[src/design/rssd_pkg.sv]
package rssd_pkg;

	// register indexes on the configuration port
	localparam logic CFG_SPRITE_WIDTH = 1'b0;
	localparam logic CFG_COLOR_KEY    = 1'b1;

	// default depth of the pixel queue between front and back
	localparam int FIFO_DEPTH_DEF = 4;

	// one colored pixel, handed from the parser to the converter
	typedef struct packed {
		logic [15:0] column;
		logic [15:0] pixel;
	} pixel_req_t;

	// queue status seen by the back and by the input handshake
	typedef struct packed {
		logic full;
		logic empty;
	} fifo_stat_t;

endpackage

[src/design/rle_sprite_scanline_decoder_unit.sv]
// RLE sprite scanline decoder, RGB565 source to RGBA32 pixel writes.
// Input stream: s_tdata carries one 16-bit RLE word, s_tuser marks the
// segment-count word that opens a scanline. Words are taken whenever the
// pixel queue has room, one per cycle.
// Output stream: one request per coloured pixel, m_tdata = column in
// bits 15-0 and RGBA32 in bits 47-16 (R 23-16, G 31-24, B 39-32, A 47-40).
// Configuration: cfg_we writes cfg_data into register cfg_addr
// (0 sprite width, 1 colour key); write only while the block is idle.
// Throughput is one word per cycle while the queue has room.
// Accepted pixel words go through the queue and the output register.
// When the receiver stalls, the output register holds its request and the
// queue of FIFO_DEPTH entries fills; s_tready drops only once it is full.
// Reset clears the parser to expect a segment count, empties the queue and
// sets both registers to zero.
module rle_sprite_scanline_decoder_unit
	import rssd_pkg::*;
#(
	parameter int FIFO_DEPTH = FIFO_DEPTH_DEF
) (
	input  logic        clk,
	input  logic        arst_n,
	input  logic        cfg_we,
	input  logic        cfg_addr,
	input  logic [15:0] cfg_data,
	input  logic        s_tvalid,
	output logic        s_tready,
	input  logic [15:0] s_tdata,   // rle_word
	input  logic        s_tuser,   // line_start
	output logic        m_tvalid,
	input  logic        m_tready,
	output logic [47:0] m_tdata    // column [15:0], rgba_value [47:16]
);

	logic [15:0] width_q;
	logic [15:0] key_q;
	logic        push;
	logic        pop;
	pixel_req_t  push_data;
	pixel_req_t  head;
	fifo_stat_t  stat;

	// configuration registers
	always_ff @(posedge clk or negedge arst_n) begin
		if (!arst_n) begin
			width_q <= 16'd0;
			key_q   <= 16'd0;
		end else if (cfg_we) begin
			case (cfg_addr)
				CFG_SPRITE_WIDTH: width_q <= cfg_data;
				CFG_COLOR_KEY:    key_q   <= cfg_data;
				default:          ;
			endcase
		end
	end

	assign s_tready = !stat.full;

	rssd_front u_front (
		.clk          (clk),
		.arst_n       (arst_n),
		.word_valid   (s_tvalid && s_tready),
		.rle_word     (s_tdata),
		.line_start   (s_tuser),
		.sprite_width (width_q),
		.push         (push),
		.push_data    (push_data)
	);

	rssd_fifo #(
		.DEPTH (FIFO_DEPTH)
	) u_fifo (
		.clk       (clk),
		.arst_n    (arst_n),
		.push      (push),
		.push_data (push_data),
		.pop       (pop),
		.head      (head),
		.stat      (stat)
	);

	rssd_back u_back (
		.clk       (clk),
		.arst_n    (arst_n),
		.head      (head),
		.stat      (stat),
		.color_key (key_q),
		.pop       (pop),
		.m_tvalid  (m_tvalid),
		.m_tready  (m_tready),
		.m_tdata   (m_tdata)
	);

endmodule

[src/design/rssd_front.sv]
module rssd_front
	import rssd_pkg::*;
(
	input  logic             clk,
	input  logic             arst_n,
	input  logic             word_valid,
	input  logic [15:0]      rle_word,
	input  logic             line_start,
	input  logic [15:0]      sprite_width,
	output logic             push,
	output pixel_req_t       push_data
);

	typedef enum logic [3:0] {
		PH_COUNT = 4'b0001,
		PH_TRANS = 4'b0010,
		PH_CLEN  = 4'b0100,
		PH_PIXEL = 4'b1000
	} phase_t;

	phase_t      phase_q, phase_d;
	logic [15:0] segs_q, segs_d;
	logic [15:0] clen_q, clen_d;
	logic [16:0] col_q, col_d;

	logic [16:0] col_add;
	logic [16:0] col_inc;
	logic [15:0] seg_dec;
	logic [15:0] clen_dec;
	logic        width_zero;

	assign col_add    = col_q + {1'b0, rle_word};
	assign col_inc    = col_q + 17'd1;
	assign seg_dec    = segs_q - 16'd1;
	assign clen_dec   = clen_q - 16'd1;
	assign width_zero = (sprite_width == 16'd0);

	// pixel words go to the queue with their column
	assign push             = word_valid && !line_start && (phase_q == PH_PIXEL);
	assign push_data.column = col_q[15:0];
	assign push_data.pixel  = rle_word;

	// parse one word
	always_comb begin
		phase_d = phase_q;
		segs_d  = segs_q;
		clen_d  = clen_q;
		col_d   = col_q;
		if (line_start) begin
			col_d   = 17'd0;
			segs_d  = rle_word;
			clen_d  = 16'd0;
			phase_d = (rle_word == 16'd0 || width_zero) ? PH_COUNT : PH_TRANS;
		end else begin
			case (phase_q)
				PH_TRANS: begin
					col_d   = col_add;
					phase_d = (col_add >= {1'b0, sprite_width}) ? PH_COUNT : PH_CLEN;
				end
				PH_CLEN: begin
					if (rle_word == 16'd0) begin
						segs_d  = seg_dec;
						phase_d = (seg_dec == 16'd0) ? PH_COUNT : PH_TRANS;
					end else begin
						clen_d  = rle_word;
						phase_d = PH_PIXEL;
					end
				end
				PH_PIXEL: begin
					col_d  = col_inc;
					clen_d = clen_dec;
					if (col_inc >= {1'b0, sprite_width}) begin
						phase_d = PH_COUNT;
					end else if (clen_dec == 16'd0) begin
						segs_d  = seg_dec;
						phase_d = (seg_dec == 16'd0) ? PH_COUNT : PH_TRANS;
					end
				end
				default: begin
					phase_d = PH_COUNT;
				end
			endcase
		end
	end

	always_ff @(posedge clk or negedge arst_n) begin
		if (!arst_n) begin
			phase_q <= PH_COUNT;
			segs_q  <= 16'd0;
			clen_q  <= 16'd0;
			col_q   <= 17'd0;
		end else if (word_valid) begin
			phase_q <= phase_d;
			segs_q  <= segs_d;
			clen_q  <= clen_d;
			col_q   <= col_d;
		end
	end

endmodule

[src/design/rssd_fifo.sv]
module rssd_fifo
	import rssd_pkg::*;
#(
	parameter int DEPTH = FIFO_DEPTH_DEF
) (
	input  logic       clk,
	input  logic       arst_n,
	input  logic       push,
	input  pixel_req_t push_data,
	input  logic       pop,
	output pixel_req_t head,
	output fifo_stat_t stat
);

	localparam int PW = (DEPTH > 1) ? $clog2(DEPTH) : 1;
	localparam int CW = $clog2(DEPTH + 1);
	localparam logic [PW-1:0] LAST = PW'(DEPTH - 1);

	pixel_req_t    mem_q [DEPTH];
	logic [PW-1:0] wr_ptr_q;
	logic [PW-1:0] rd_ptr_q;
	logic [CW-1:0] count_q;

	assign head       = mem_q[rd_ptr_q];
	assign stat.full  = (count_q == CW'(DEPTH));
	assign stat.empty = (count_q == '0);

	// storage
	always_ff @(posedge clk) begin
		if (push) begin
			mem_q[wr_ptr_q] <= push_data;
		end
	end

	// pointers and fill count
	always_ff @(posedge clk or negedge arst_n) begin
		if (!arst_n) begin
			wr_ptr_q <= '0;
			rd_ptr_q <= '0;
			count_q  <= '0;
		end else begin
			if (push) begin
				wr_ptr_q <= (wr_ptr_q == LAST) ? '0 : wr_ptr_q + PW'(1);
			end
			if (pop) begin
				rd_ptr_q <= (rd_ptr_q == LAST) ? '0 : rd_ptr_q + PW'(1);
			end
			if (push && !pop) begin
				count_q <= count_q + CW'(1);
			end else if (pop && !push) begin
				count_q <= count_q - CW'(1);
			end
		end
	end

endmodule

[src/design/rssd_back.sv]
module rssd_back
	import rssd_pkg::*;
(
	input  logic        clk,
	input  logic        arst_n,
	input  pixel_req_t  head,
	input  fifo_stat_t  stat,
	input  logic [15:0] color_key,
	output logic        pop,
	output logic        m_tvalid,
	input  logic        m_tready,
	output logic [47:0] m_tdata
);

	logic [4:0]  r5, b5;
	logic [5:0]  g6;
	logic [31:0] rgba;

	// RGB565 to RGBA32 by bit replication, colour key gives zero
	assign r5 = head.pixel[15:11];
	assign g6 = head.pixel[10:5];
	assign b5 = head.pixel[4:0];
	assign rgba = (head.pixel == color_key) ? 32'd0 :
		{8'hFF, b5, b5[4:2], g6, g6[5:4], r5, r5[4:2]};

	assign pop = !stat.empty && (!m_tvalid || m_tready);

	// output register
	always_ff @(posedge clk or negedge arst_n) begin
		if (!arst_n) begin
			m_tvalid <= 1'b0;
		end else if (!m_tvalid || m_tready) begin
			m_tvalid <= !stat.empty;
		end
	end

	always_ff @(posedge clk) begin
		if (pop) begin
			m_tdata <= {rgba, head.column};
		end
	end

endmodule

[config.mk]
export PLATFORM = sky130hd
export DESIGN_NAME = rle_sprite_scanline_decoder_unit
export DESIGN_NICKNAME = d
export VERILOG_FILES = /design/src/design/rssd_pkg.sv /design/src/design/rle_sprite_scanline_decoder_unit.sv /design/src/design/rssd_front.sv /design/src/design/rssd_fifo.sv /design/src/design/rssd_back.sv
export SDC_FILE = /design/constraint.sdc
export NUM_CORES = 1
export LEC_CHECK = 0
export BUFFER_PORTS_ARGS = -buffer_cell sky130_fd_sc_hd__buf_4
export CORE_AREA = 2 2 198 200
export DETAILED_ROUTE_END_ITERATION = 10
export DIE_AREA = 0 0 200 202
export HOLD_SLACK_MARGIN = 0.02
export PLACE_DENSITY_LB_ADDON = 0.2
export RECOVER_POWER = 100
export SLEW_MARGIN = 25
export SYNTH_ARGS = -nofsm -noshare
export SYNTH_HDL_FRONTEND = slang
export SYNTH_SLANG_ARGS = --single-unit
[constraint.sdc]
create_clock -name clk -period 5.2 [get_ports clk]
set_clock_uncertainty 0.1 [all_clocks]
set_input_delay 0.78 -clock clk [delete_from_list [all_inputs] [get_ports clk]]
set_output_delay 0.78 -clock clk [all_outputs]
set_load 0.02 [all_outputs]
==> results.txt, run 1 <==
* Final setup viols: 0
* Part of the power in combinational logic: about 34%
- The synthesized design contains about 160 enable-type register cells.
- Routed metal-1 wire length: ~16,000 microns
- Share of synthesized registers carrying an async set or reset: between 30 and 40%
- The worst pin sits at a relative slew slack of -141%.
- Fin Hold WS: 0.312 ns
- Die area: 40,400 sq um
- The most critical setup path has its startpoint at u_front.col_q[2]$_DFFE_PN0P_.
- Top-area cell type share of the netlist area: between 30 and 40%
* Total number of clock tree sinks: around 250
- Worst-path cell with the longest stage delay: o31a_1
- The synthesized design spends more area on one cell type than any other, namely edfxtp_1.
- Number of synthesized register bits: roughly 250
- Sequential cells were found to cover between 50% and 60% of the synthesized design area.
- Row Count: approximately 70
- After clock tree synthesis, the flow added hold-fix buffers numbering 0.
- FF-to-FF Start: u_front.col_q[2]$_DFFE_PN0P_
* Violations in the final reports: max-capacitance violations, max-slew violations
- Setup slack, reg-to-reg: 0.36 ns
- The initial antenna violation count was 2.
- In this run the worst path has a maximum fanout of 24.
- Pin count of the biggest net entering global routing: 59
- After floorplanning, the core was sized to cover ~38,000 sq um.
- The synthesized netlist occupies a cell area of 13,200 sq um.
- Total Nets Final: between 1,000 and 1,500
- Final weighted congestion in routability-driven placement: slightly above 0.9
* TritonCTS clock tree: built
- Post-route setup TNS: 0 ns
- Of the total power, registers draw about two fifths.
- Top-level port count: 89
* First drt pass iteration count: 7
- Number of hold violations in the final report: 0
* Number of buffers created by CTS: 29
* Avg Synthesized Cell Area: 11.7 sq um
- After detailed routing, no signal wire sits above met4.
* Outcome: finished, violations left
- Number of pins exceeding their max-slew limit in the final report: around 210
- Cell depth of the worst min-delay path: 2
- After detailed routing, the total wire length is about 36,000 microns.
* Hold Crit Class: in2reg
- Die Ht: slightly above 200 microns
* Vias per cell: about 5.4
* Pwr per Cell Area: roughly 510 nW/um^2
- Maximum count of clock buffers along a single path: 3
- Pin slew with the least headroom to its limit: ~3.6 ns
- The number of setup buffers added after CTS is 0.
- In the final layout, the share of cells above drive strength 1 is a little under an eighth.
* Wire length of the first global-routing pass: around 56,000 microns
- 0 antenna diodes ended up in the layout.
- The most critical setup path has its endpoint at u_front.segs_q[11]$_DFFE_PN0P_.
- Number of vias in the routed layout: roughly 9,500
- For this configuration, the core starts out at a cell density of around a third.
* Setup repair after global routing missed its margin: no
- Layout fillers: roughly 3,700
- Synthesized instance count: 1,129
- Critical register-to-register path endpoint: u_front.segs_q[11]$_DFFE_PN0P_
- In this run the static leakage power is about 0.0055 uW.
* Post-synth top flop: edfxtp_1
- Number of cell instances on the worst register-to-register path: 14
- For this run, the slowest stage of the critical path takes just over 0.6 ns.
* Deepest level of the CTS H-tree: 1
- Switching power total: around 2800 uW
- Number of DRC markers after the initial detailed-route iteration: between 800 and 900
- Traced cell by cell, the critical path runs through and3_1 > and3_1 > nand3_1 > nor2_1 > nand3_1 > xnor2_1 > ha_1 > o21a_1 > o21ai_0 > a31oi_1 > or4_1 > o31a_1 > o311ai_0 > o211ai_1.
* Length of routed met3 wiring: just over 2000 microns
* Yosys warning total: 0
* Class of the most critical setup path: reg2reg
- The via count of the first global-routing pass came to 9,329.
- Compared with the post-synthesis result, the final layout area differs by 13.6%.
- The worst path uses around 93% of the clock period.
- After detailed routing, the number of remaining DRC violations is 0.
- Derived from the worst setup path, the maximum achievable clock frequency is 207 MHz.
- Counting every net in the synthesized netlist gives between 1,000 and 1,500.
- Total half-perimeter wirelength after legalization and detailed placement: around 25,000 microns
- In this run the clock root is driven by a clkbuf_16.
* Count of max-cap constraint violations: 6
- Total Routing Usage GR: between 10% and 20%
- Post-layout minimum cycle time: around 4.8 ns
* Remaining antenna violation count after routing: 0
- Wire segments on met2 add up to between 15,000 and 20,000 microns in the final route.
* Critical Path Sink Type: flip-flop
- Total of cells resized after clock tree synthesis: 0
* Switching part of the total: between 30% and 40%
- Critical path launch point type: flip-flop
- The internal portion of the total power is ~4800 uW.
- At the later pin of the worst-skew pair, clock insertion delay measures around 0.57 ns.
- Data required, critical path: around 5.5 ns
- Clock power share: about a quarter
- At the worst endpoint, the arrival time is about 5 ns.
* Mean routed wirelength per cell: approximately 21 microns
- Quantity of I/O buffers inserted on ports: 88
- Counting distinct cell types in the post-synthesis netlist gives 71.
- The die is about 200 microns wide.
* Max rail drop VDD: approximately 0.19 mV
- Clock edge transition at the registers on the reported setup and hold paths: about 0.07 ns
* Synth area leaders: edfxtp_1, dfrtp_1, ha_1, mux4_2, o21ai_0
- Overflow left after global routing: 0
-- cells by family (layout without fill, tap and decap cells) --
kind of cell | count (synthesis) | after routing | synth area share (%)
compound gates | 249 | 249 | 11.6
xor+xnor | 51 | 51 | 3.38
fa+ha+maj | 61 | 61 | 5.89
buf+inv | 125 | 216 | 4.18
flops | 254 | 254 | 54.2
mux | 60 | 60 | 7.77
simple gates | 329 | 329 | 12.9
-- layer usage --
metal,vias up,global-route usage (%)
met3,70,3.12
met5,-,0
met1,4717,25.5
li1,4381,-
met4,0,6.61
met2,290,28.4
-- cell type report --
class                           instances  area, sq um  share of cell area [%]
Sequential cell                       254         7160                    47.7
Multi-Input combinational cell        750         5520                    36.7
Clock buffer                           36          782                    5.21
Tap cell                              518          648                    4.32
Timing Repair Buffer                  111          526                    3.50
Inverter                               51          191                    1.28
Clock inverter                         18          183                    1.22
-- power by group through the flow --
| stage | Sequential, uW | Clock [uW] | Combinational, uW |
|---|---|---|---|
| floorplan | 2950 | 0 | 1920 |
| finish | 3030 | 2040 | 2570 |
| CTS | 3030 | 2100 | 2700 |
| global route | 3100 | 2180 | 2850 |
| detailed placement | 3070 | 0 | 2680 |
| global placement | 3060 | 0 | 2660 |
-- how the worst min path moves through the flow --
stage,endpoint,start,slack [ns]
2_1_floorplan,u_fifo.count_q[2]$_DFFE_PN0P_,u_fifo.count_q[2]$_DFFE_PN0P_,0.36
5_1_grt,u_back.m_tvalid$_DFFE_PN0N_,m_tready,0.30
3_3_place_gp,u_fifo.count_q[2]$_DFFE_PN0P_,u_fifo.count_q[2]$_DFFE_PN0P_,0.38
4_1_cts,u_front.phase_q[3]$_DFFE_PN0P_,arst_n,0.26
6_report,u_back.m_tvalid$_DFFE_PN0N_,m_tready,0.31
3_5_place_dp,u_fifo.count_q[2]$_DFFE_PN0P_,u_fifo.count_q[2]$_DFFE_PN0P_,0.39
-- cell usage in the layout (no fill, tap or decap), types with 15 or more instances in the layout --
cell type / instances
a21oi_1: 51
and3_1: 15
buf_4: 27
clkbuf_1: 84
clkbuf_16: 29
dfrtp_1: 92
edfxtp_1: 161
ha_1: 59
inv_1: 51
mux2_2: 21
mux4_2: 32
nand2_1: 64
nand3_1: 31
nand4_1: 21
nor2_1: 75
nor2b_1: 24
nor3_1: 22
nor4_1: 26
o21ai_0: 92
xnor2_1: 34
xor2_1: 17
-- Yosys cell counts (17+ instances only) --
master	count
edfxtp_1	161
dfrtp_1	92
o21ai_0	90
nor2_1	75
nand2_1	64
ha_1	59
a21oi_1	52
inv_1	51
clkbuf_1	48
xnor2_1	34
mux4_2	32
nand3_1	31
nor4_1	27
nor2b_1	24
nor3_1	22
mux2_2	21
nand4_1	21
xor2_1	17
-- worst max-delay path, delay by kind of cell (launching register included) --
family,cells,cell delay (ns)
AO/OA/AOI/OAI,6,1.65
XOR/XNOR,1,0.29
adder cells (fa/ha/maj),1,0.30
flip-flops,1,0.56
AND/OR/NAND/NOR,6,1.76
-- through the flow --
stage          setup WS [ns]  instances  utilization [%]  power [uW]  instance area (sq um)
3_5_place_dp           0.250       1684             37.5        5760                  14400
4_1_cts                0.412       1738             40.1        7830                  15300
2_1_floorplan          0.752       1129                -        4870                  13200
5_1_grt               0.0549       1738             39.2        8130                  15000
6_report               0.365       1738             39.2        7630                  15000
3_3_place_gp           0.362       1684             37.5        5730                  14400
-- flip-flops by register name, summed over array words and instances, names as in the netlist --
name and count:
u_fifo.mem_q 128, u_back.m_tdata 33, u_front.col_q 17, key_q 16
u_front.clen_q 16, u_front.segs_q 16, width_q 16, u_front.phase_q 4
u_fifo.count_q 3, u_fifo.rd_ptr_q 2, u_fifo.wr_ptr_q 2, u_back.m_tvalid 1
(Power assumes the default switching activity.)
==> run 2: changes to the inputs <==
- CORE_AREA: 2 2 198 200 -> 2 2 175 177
- DIE_AREA: 0 0 200 202 -> 0 0 177 179
==> run 2 against run 1 <==
Net effect: the run still ends with max-capacitance violations, max-slew violations left; sequential power barely moved; power fell by 0.65%; critical path depth rose by 4; register-to-register slack better by 0.096 ns; clock power down 2%; die area fell by 22%; non-clock buffer count is 1 lower; final cell count fell by 7.4%; combinational power hardly changed; largest cell class unchanged; largest power group unchanged; highest routed layer unchanged.
==> results.txt, run 2 (synthesis results as in run 1) <==
* Outcome: finished, violations left
- The final reports fail on max-capacitance violations, max-slew violations.
- The worst setup path is captured at a flip-flop.
- The startpoint identified for the worst hold timing path is m_tready.
* Relative max-transition margin: -142% (-1.3 points)
* Buffer type at the clock tree root: clkbuf_16
- Std-Cell Core Area: 30,000 sq um (-22%)
- The final worst hold slack is 0.345 ns (+0.0329 ns).
- The final HPWL from detailed placement is 23,900 microns (-3.6%).
- Post-layout minimum cycle time: 4.74 ns (-0.0955 ns)
* Vias per cell: 5.82 (+7.0%)
* Most common library cell in the layout ignoring fill and taps: edfxtp_1
- TritonCTS clock tree: built
- Largest register by flop count: u_fifo.mem_q
- Insertion delay to the later sink of the worst-skew pair: 0.53 ns (-0.04 ns)
* Number of DRC markers after the initial detailed-route iteration: 703 (-18%)
* Die Ht: 179 microns (-11%)
* Deepest level of the CTS H-tree: 1 (unchanged)
- Maximum count of clock buffers along a single path: 3 (unchanged)
* Number of pins exceeding their max-slew limit in the final report: 165 (-22%)
- The final layout net count is 1,294 (-0.23%).
- Remaining antenna violation count after routing: 0 (unchanged)
* Number of vias in the routed layout: 9,376 (-0.87%)
* Cell depth of the worst min-delay path: 2 (unchanged)
- The critical path is of the reg2reg type.
* Total of cells resized after clock tree synthesis: 0 (unchanged)
* Die width: 177 microns (-12%)
* First drt pass iteration count: 5 (-2)
- Area delta synth->final: 12.0%
- Top-level port count: 89 (unchanged)
- Stage delay of the slowest cell on the critical path: 0.53 ns (-0.08 ns)
- The worst endpoint required time is 5.57 ns (+0.07 ns).
- Row Count: 64 (-11%)
- Number of diodes added for antenna fixing: 0 (unchanged)
* FF-to-FF Start: u_front.col_q[0]$_DFFE_PN0P_
- The final count of hold timing violations was 0 (unchanged).
* Setup repair after global routing missed its margin: no
- The number of flip-flops in the largest register was 128 (unchanged).
- Among all stages on the critical path, the largest delay is contributed by dfrtp_1.
- The overall global routing resource usage came to 22.0% (+3.8 points).
- The worst-case reg-to-reg path depth came to 18 (+4).
- The worst vdd rail ir drop is 0.273 mV (+43%).
- CP Data Arrival Time: 5.11 ns (-0.03 ns)
- The final instance area was 14,800 sq um (-1.4%).
* Total of hold buffers inserted after clock tree synthesis: 0 (unchanged)
* FF+latch area: 7160 sq um (about the same)
* Final weighted congestion in routability-driven placement: 0.932 (+1.9%)
- Walking the worst path, the cells encountered are ha_1 > inv_1 > fa_1 > nor2b_1 > o31a_1 > nor4_1 > o31ai_1 > a211o_1 > a21o_1 > xor2_1 > ha_1 > a21o_1 > a211o_1 > a2111oi_0 > o21ai_0 > a21oi_1 > a221oi_1 > o32a_1.
* Hold Crit Class: in2reg
* Critical register-to-register path endpoint: u_front.phase_q[0]$_DFFE_PN1P_
* Pwr per Cell Area: 513 nW/um^2 (+0.76%)
- Final cycle utilization of the critical path: 91.1% (-1.8 points)
- The ratio of cells with drive above 1 in the final layout is 11.3% (-0.60 points).
- Wire length reported by the detailed router: 34,400 microns (-5.2%)
- In the final layout, the registers with the most flip-flops are u_fifo.mem_q: 128 flops, u_back.m_tdata: 33 flops, u_front.col_q: 17 flops.
- Wire length of the first global-routing pass: 53,000 microns (-5.5%)
* Max Freq: 211 MHz (+2.0%)
* Die area: 31,700 sq um (-22%)
- Mean routed wirelength per cell: 21.3 microns (+2.3%)
* Pin count of the biggest net entering global routing: 60 (+1.7%)
- The via count of the first global-routing pass came to 9,108 (-2.4%).
* WHS Endpoint: u_back.m_tvalid$_DFFE_PN0N_
* Total area of multi-input combinational cells: 5520 sq um (about the same)
- Total number of clock tree sinks: 254 (unchanged)
- The port buffer count was 88 (unchanged).
- The leakage power of the design came to 0.00551 uW (-0.58%).
* Starting density of the core: 44.0% (+9.5 points)
* Layout fillers: 2,775 (-25%)
- The clock input transition at the sequential cells of the worst setup and hold paths is 0.07 ns (about the same).
* Leading cell types in the layout, fill and taps excluded: edfxtp_1, o21ai_0, dfrtp_1
- Overflow left after global routing: 0 (unchanged)
- Setup slack, reg-to-reg: 0.46 ns (+0.10 ns)
- The placed standard-cell area is 14,200 sq um (-1.1%).
* Critical Path Fanout Max: 9 (-63%)
- Count of max-cap constraint violations: 4 (-2)
- Final setup viols: 0 (unchanged)
- Buffers inserted during post-CTS setup optimization: 0 (unchanged)
- The transition time of the tightest slew-check pin is 3.63 ns (+0.0190 ns).
- Critical path launch point type: flip-flop
- The number of clock buffers inserted by TritonCTS came to 27 (-6.9%).
- DRC: 0 (unchanged)
- The final sum of negative setup slack came to 0 ns (unchanged).
- Number of antenna violations at the first check in global routing: 0 (-2)
- The total design power came to 7580 uW (-0.65%).
-- run 2: cell count changes in the layout (fill, tap and decap cells not counted), sizes merged --
cell,change
inv,-4
clkinvlp,-2
bufinv,+1
buf,-2
clkbuf,+2
clkinv,-1
-- run 2: final cells by class --
cell class | instances | area share [%]
well taps | 396 | 3.35
inverters | 51 | 1.29
clock buffers | 37 | 5.23
repair buffers | 110 | 3.47
clock inverters | 12 | 0.955
flip-flops and latches | 254 | 48.4
multi-input cells | 750 | 37.3
-- run 2: worst max-delay path by stage --
stage / cells past startpoint / from / slack (ns) / endpoint
4_1_cts: 18 / u_front.col_q[0]$_DFFE_PN0P_ / 0.59 / u_front.phase_q[0]$_DFFE_PN1P_
6_report: 18 / u_front.col_q[0]$_DFFE_PN0P_ / 0.46 / u_front.phase_q[0]$_DFFE_PN1P_
3_3_place_gp: 19 / s_tdata[0] / 0.37 / u_front.phase_q[0]$_DFFE_PN1P_
5_1_grt: 18 / u_front.col_q[0]$_DFFE_PN0P_ / 0.16 / u_front.phase_q[0]$_DFFE_PN1P_
2_1_floorplan: 18 / s_tdata[0] / 0.75 / u_front.phase_q[0]$_DFFE_PN1P_
3_5_place_dp: 19 / s_tdata[0] / 0.24 / u_front.phase_q[0]$_DFFE_PN1P_
-- run 2: metrics by stage --
| step | std cells | utilization (%) | setup slack (ns) |
|---|---|---|---|
| floorplan | 1129 | - | 0.752 |
| global placement | 1561 | 47.4 | 0.367 |
| detailed placement | 1561 | 47.4 | 0.245 |
| CTS | 1610 | 50.4 | 0.589 |
| global route | 1610 | 49.3 | 0.159 |
| finish | 1610 | 49.3 | 0.460 |
-- run 2: power breakdown --
group / switching [uW] / internal (uW) / leakage [uW] / total, uW
sequential: 472 / 2560 / 0.00263 / 3030
clock: 797 / 1190 / 0.000442 / 1990
combinational: 1500 / 1070 / 0.00244 / 2570
total: 2770 / 4820 / 0.00551 / 7580
-- run 2: critical path, delay by kind of cell (launching register included) --
kind                       cells  cell delay [ns]
adders and majority gates      3             0.78
buffers and inverters          1             0.07
and+or+nand+nor                2             0.41
xor gates and xnor gates       1             0.16
AOI/OAI and AO/OA             11             2.63
DFF                            1             0.53
-- run 2: metal layers --
layer / wire length [microns] / global-route usage [%] / up-vias / part of all wire (%)
met4: 922 / 6.23 / 0 / 2.7
met1: 15300 / 30.5 / 4641 / 45
met5: 0 / 0 / - / 0
met3: 1870 / 2.78 / 64 / 5.4
met2: 16200 / 36.5 / 288 / 47
li1: - / - / 4383 / -
==> run 3: changes to the inputs <==
- ABC_AREA: default -> 1
- CORE_AREA: 2 2 175 177 -> 2 2 176 178
- DIE_AREA: 0 0 177 179 -> 0 0 178 180
- PLACE_DENSITY_LB_ADDON: 0.2 -> default
==> run 3 against run 2 <==
Net effect: the flow still finishes with violations (max-capacitance violations, max-slew violations); final cell count increased by 18%; critical path depth unchanged; clock power about the same; global-route usage is 0.75 points lower; critical endpoint is now u_front.segs_q[6]$_DFFE_PN0P_; sequential power is essentially flat; via count rose by 6.1%; routed wire length shrank 2.1%; clock-buffer cell count up 2.
==> results.txt, run 3 <==
* TritonCTS clock tree: built
* Ranking of synthesized cells by instance count: nand2_1, edfxtp_1, nor2_1
* First drt pass iteration count: 8 (+3)
- The placed cell count is 1,845 (+18%).
- Final cycle utilization of the critical path: 83.6% (-7.6 points)
- The placed standard-cell area was 14,400 sq um (+0.95%).
- The routed wire length per instance came to 17.7 microns (-17%).
* Starting density of the core: 44.5% (+0.48 points)
- Top Layer Used: met4
- The final instance area is 15,000 sq um (+1.2%).
- Insertion delay to the later sink of the worst-skew pair: 0.57 ns (+0.04 ns)
- By area the synthesized netlist is led by edfxtp_1, dfrtp_1, nand2_1, ha_1, nor2_1.
* Outcome: finished, violations left
* Buffers inserted during post-CTS setup optimization: 0 (unchanged)
- Top-count cell post-synth: nand2_1
- The transition time of the tightest slew-check pin came to 3.07 ns (-0.561 ns).
- The final HPWL from detailed placement was 23,200 microns (-3.1%).
- Fraction of final layout cells with drive strength greater than 1: 9.46% (-1.8 points)
- Total chip power: 8290 uW (+9.3%)
- Relative max-transition margin: -105% (+37 points)
- Part of the power in combinational logic: 39.4% (+5.6 points)
- The worst endpoint required time was 5.54 ns (-0.03 ns).
* Number of vias in the routed layout: 9,952 (+6.1%)
* Final weighted congestion in routability-driven placement: 0.933 (about the same)
- Largest register by flop count: u_fifo.mem_q
- The reg2reg setup slack was 0.85 ns (+0.39 ns).
- Critical path launch point type: flip-flop
- Fin cells: 1,897 (+18%)
- Number of buffers created by CTS: 28 (+3.7%)
- Number of flip-flops in the largest register: 128 (unchanged)
- Pin count of the biggest net entering global routing: 67 (+12%)
- Total number of clock tree sinks: 254 (unchanged)
- Total Routing Usage GR: 21.2% (-0.75 points)
* WHS Endpoint: u_back.m_tvalid$_DFFE_PN0N_
- Setup repair after global routing left no endpoint under its margin.
- Number of antenna violations at the first check in global routing: 0 (unchanged)
- The count of fill cells added during filler insertion came to 2,862 (+3.1%).
- The maximum level of the CTS H-tree is 1 (unchanged).
* Post-route setup TNS: 0 ns (unchanged)
- Wire length of the first global-routing pass: 52,800 microns (-0.40%)
- Critical Path Fanout Max: 31 (+22)
- The hold-fix buffer count after cts is 0 (unchanged).
- The gate count of the mapped netlist is 1,407 (+25%).
- Leading cell types in the layout, fill and taps excluded: nand2_1, edfxtp_1, inv_1, nor2_1, o21ai_0
- Number of synthesized register bits: 254 (unchanged)
- The total of cells resized after clock tree synthesis was 0 (unchanged).
- Remaining antenna violation count after routing: 0 (unchanged)
- Most common library cell in the layout ignoring fill and taps: nand2_1
- The reported max-cap violation count is 3 (-1).
- The met3 wire length is 1810 microns (-3.2%).
- The async set or reset register ratio after synthesis is 36.6% (unchanged).
- The number of enable flip-flop cells after synthesis was 161 (unchanged).
* Cell internal pwr: 4980 uW (+3.3%)
- The peak clock frequency supported by timing was 230 MHz (+9.0%).
- The synthesized area per cell is 9.54 sq um (-18%).
* FF-to-FF Start: u_front.col_q[2]$_DFFE_PN0P_
- Critical Path Sink Type: flip-flop
- Wire length reported by the detailed router: 33,600 microns (-2.1%)
- Yosys warning total: 0 (unchanged)
- Met2 WL: 15,700 microns (-3.5%)
- The total power divided by cell area is 554 nW/um^2 (+8.0%).
* Clock power share: 24.3% (-1.9 points)
* Sequential group share of total power: 36.3% (-3.7 points)
- The cell count of the worst hold path came to 2 (unchanged).
- Quantity of I/O buffers inserted on ports: 88 (unchanged)
- The die area is 32,000 sq um (+1.1%).
- Violations in the final reports: max-capacitance violations, max-slew violations
* Total Nets Final: 1,579 (+22%)
* Static Leakage: 0.00633 uW (+15%)
* Post-Synthesis Net Count: 1,507 (+23%)
- The global route total overflow came to 0 (unchanged).
- The y dimension of the die is 180 microns (+0.56%).
- Number of diodes added for antenna fixing: 0 (unchanged)
- Vias in the first global route: 9,547 (+4.8%)
- The number of setup violations in the final report came to 0 (unchanged).
- The cell sitting at the root of the clock tree is a clkbuf_16.
- The maximum count of clock buffers along a single path was 3 (unchanged).
- Post-synth design cell area: 13,400 sq um (+1.6%)
- The unique cell type count in the Yosys netlist was 56 (-21%).
- Share of the yosys chip area belonging to registers: 53.3% (-0.87 points)
* Top-level port count: 89 (unchanged)
- Die width: 178 microns (+0.56%)
- The largest registers in the layout are u_fifo.mem_q: 128 flops, u_back.m_tdata: 33 flops, u_front.col_q: 17 flops.
- The number of core rows is 64 (unchanged).
- Number of cell instances on the worst register-to-register path: 18 (unchanged)
* CP Data Arrival Time: 4.69 ns (-0.42 ns)
* Worst setup startpoint: u_front.col_q[2]$_DFFE_PN0P_
- The routed length on met1 is 15,200 microns (-1.1%).
- The first-iteration detailed-routing DRC count came to 691 (-1.7%).
* Area delta synth->final: 11.5%
* Clock edge transition at the registers on the reported setup and hold paths: 0.07 ns (about the same)
- Number of pins exceeding their max-slew limit in the final report: 128 (-22%)
- The most used flip-flop cell after synthesis is edfxtp_1.
- Post-layout minimum cycle time: 4.35 ns (-0.393 ns)
- The number of vias per cell after detailed routing came to 5.25 (-9.9%).
- Switching part of the total: 40.0% (+3.5 points)
* Max rail drop VDD: 0.277 mV (+1.3%)
* Yosys top cell by area: edfxtp_1
- Std-Cell Core Area: 30,200 sq um (+0.53%)
- Hold Crit Class: in2reg
* Hold wc startpoint: m_tready
- The area fraction of the dominant cell type after synthesis was 36.0% (-0.59 points).
- The number of DRC violations after detailed routing is 0 (unchanged).
* Switching power total: 3310 uW (+20%)
* Class of the most critical setup path: reg2reg
- Final core utilization: 49.6% (+0.33 points)
* Number of hold violations in the final report: 0 (unchanged)
- Critical register-to-register path endpoint: u_front.segs_q[6]$_DFFE_PN0P_
## run 3: changes by cell type after synthesis, sizes merged, moves of 16 or more
cell    previous run  this run
o21ai             92       134
o22ai             11        30
nor4              27         6
nand2             64       293
a32o               0        16
xor2              17        34
mux2              21         0
nor2              75       172
mux4              32         0
clkbuf            49        23
nor2b             24         0
inv               51       158
## run 3: power by group through the flow
| stage | Combinational (uW) | Clock, uW | Sequential [uW] |
|---|---|---|---|
| 6_report | 3270 | 2020 | 3010 |
| 5_1_grt | 3710 | 2130 | 3060 |
| 4_1_cts | 3460 | 2060 | 3010 |
| 3_5_place_dp | 3450 | 0 | 3050 |
| 3_3_place_gp | 3400 | 0 | 3040 |
| 2_1_floorplan | 2430 | 0 | 3110 |
## run 3: area by class of cell
type	count	area, sq um	area share (%)
inverters	158	593	3.96
multi-input cells	937	5290	35.3
clock inverters	13	148	0.986
repair buffers	100	472	3.15
flip-flops and latches	254	7160	47.8
well taps	396	495	3.31
clock buffers	39	812	5.42
## run 3: per-stage QoR
stage                     hold slack, ns  setup slack, ns
final                              0.300            0.854
after floorplan                    0.356             1.23
after CTS                          0.190             1.30
after global placement             0.371             1.20
after global routing               0.294            0.522
after detailed placement           0.379             1.17
## run 3: logic make-up after synthesis
| family | after synthesis | synth area share (%) |
|---|---|---|
| and+or+nand+nor | 553 | 17.7 |
| AOI/OAI and AO/OA | 267 | 12.3 |
| DFF | 254 | 53.3 |
| buffers and inverters | 216 | 7.17 |
| adders and majority gates | 61 | 5.80 |
| xor gates and xnor gates | 53 | 3.46 |
| muxes | 3 | 0.224 |
## run 3: metal layers
layer / GRT usage (%) / vias to the layer above
met3: 2.90 / 58
met5: 0 / -
met4: 5.80 / 0
met2: 34.7 / 240
met1: 29.7 / 4770
li1: - / 4884
## run 3: critical path, cell delays in order (launching register included)
cell,delay [ns]
dfrtp_1,0.59
nand2_1,0.12
nor2_1,0.11
nand2_1,0.08
nor2_1,0.22
nand3_1,0.21
nor4_1,0.43
xor2_1,0.31
inv_1,0.08
ha_1,0.31
nand2_1,0.08
nor2_1,0.04
a41oi_1,0.20
and2_2,0.17
a21boi_0,0.36
or2_0,0.37
nand2_8,0.23
nand2_1,0.13
o21ai_2,0.05
## run 3: worst max-delay path by stage
stage                                  endpoint  cells past startpoint
2_1_floorplan     u_fifo.count_q[1]$_DFFE_PN0P_                      8
3_3_place_gp     u_front.phase_q[0]$_DFFE_PN1P_                     26
3_5_place_dp     u_front.phase_q[0]$_DFFE_PN1P_                     26
4_1_cts           u_front.segs_q[0]$_DFFE_PN0P_                     18
5_1_grt        u_back.m_tdata[19]$_SDFFCE_PN0P_                      9
6_report          u_front.segs_q[6]$_DFFE_PN0P_                     18
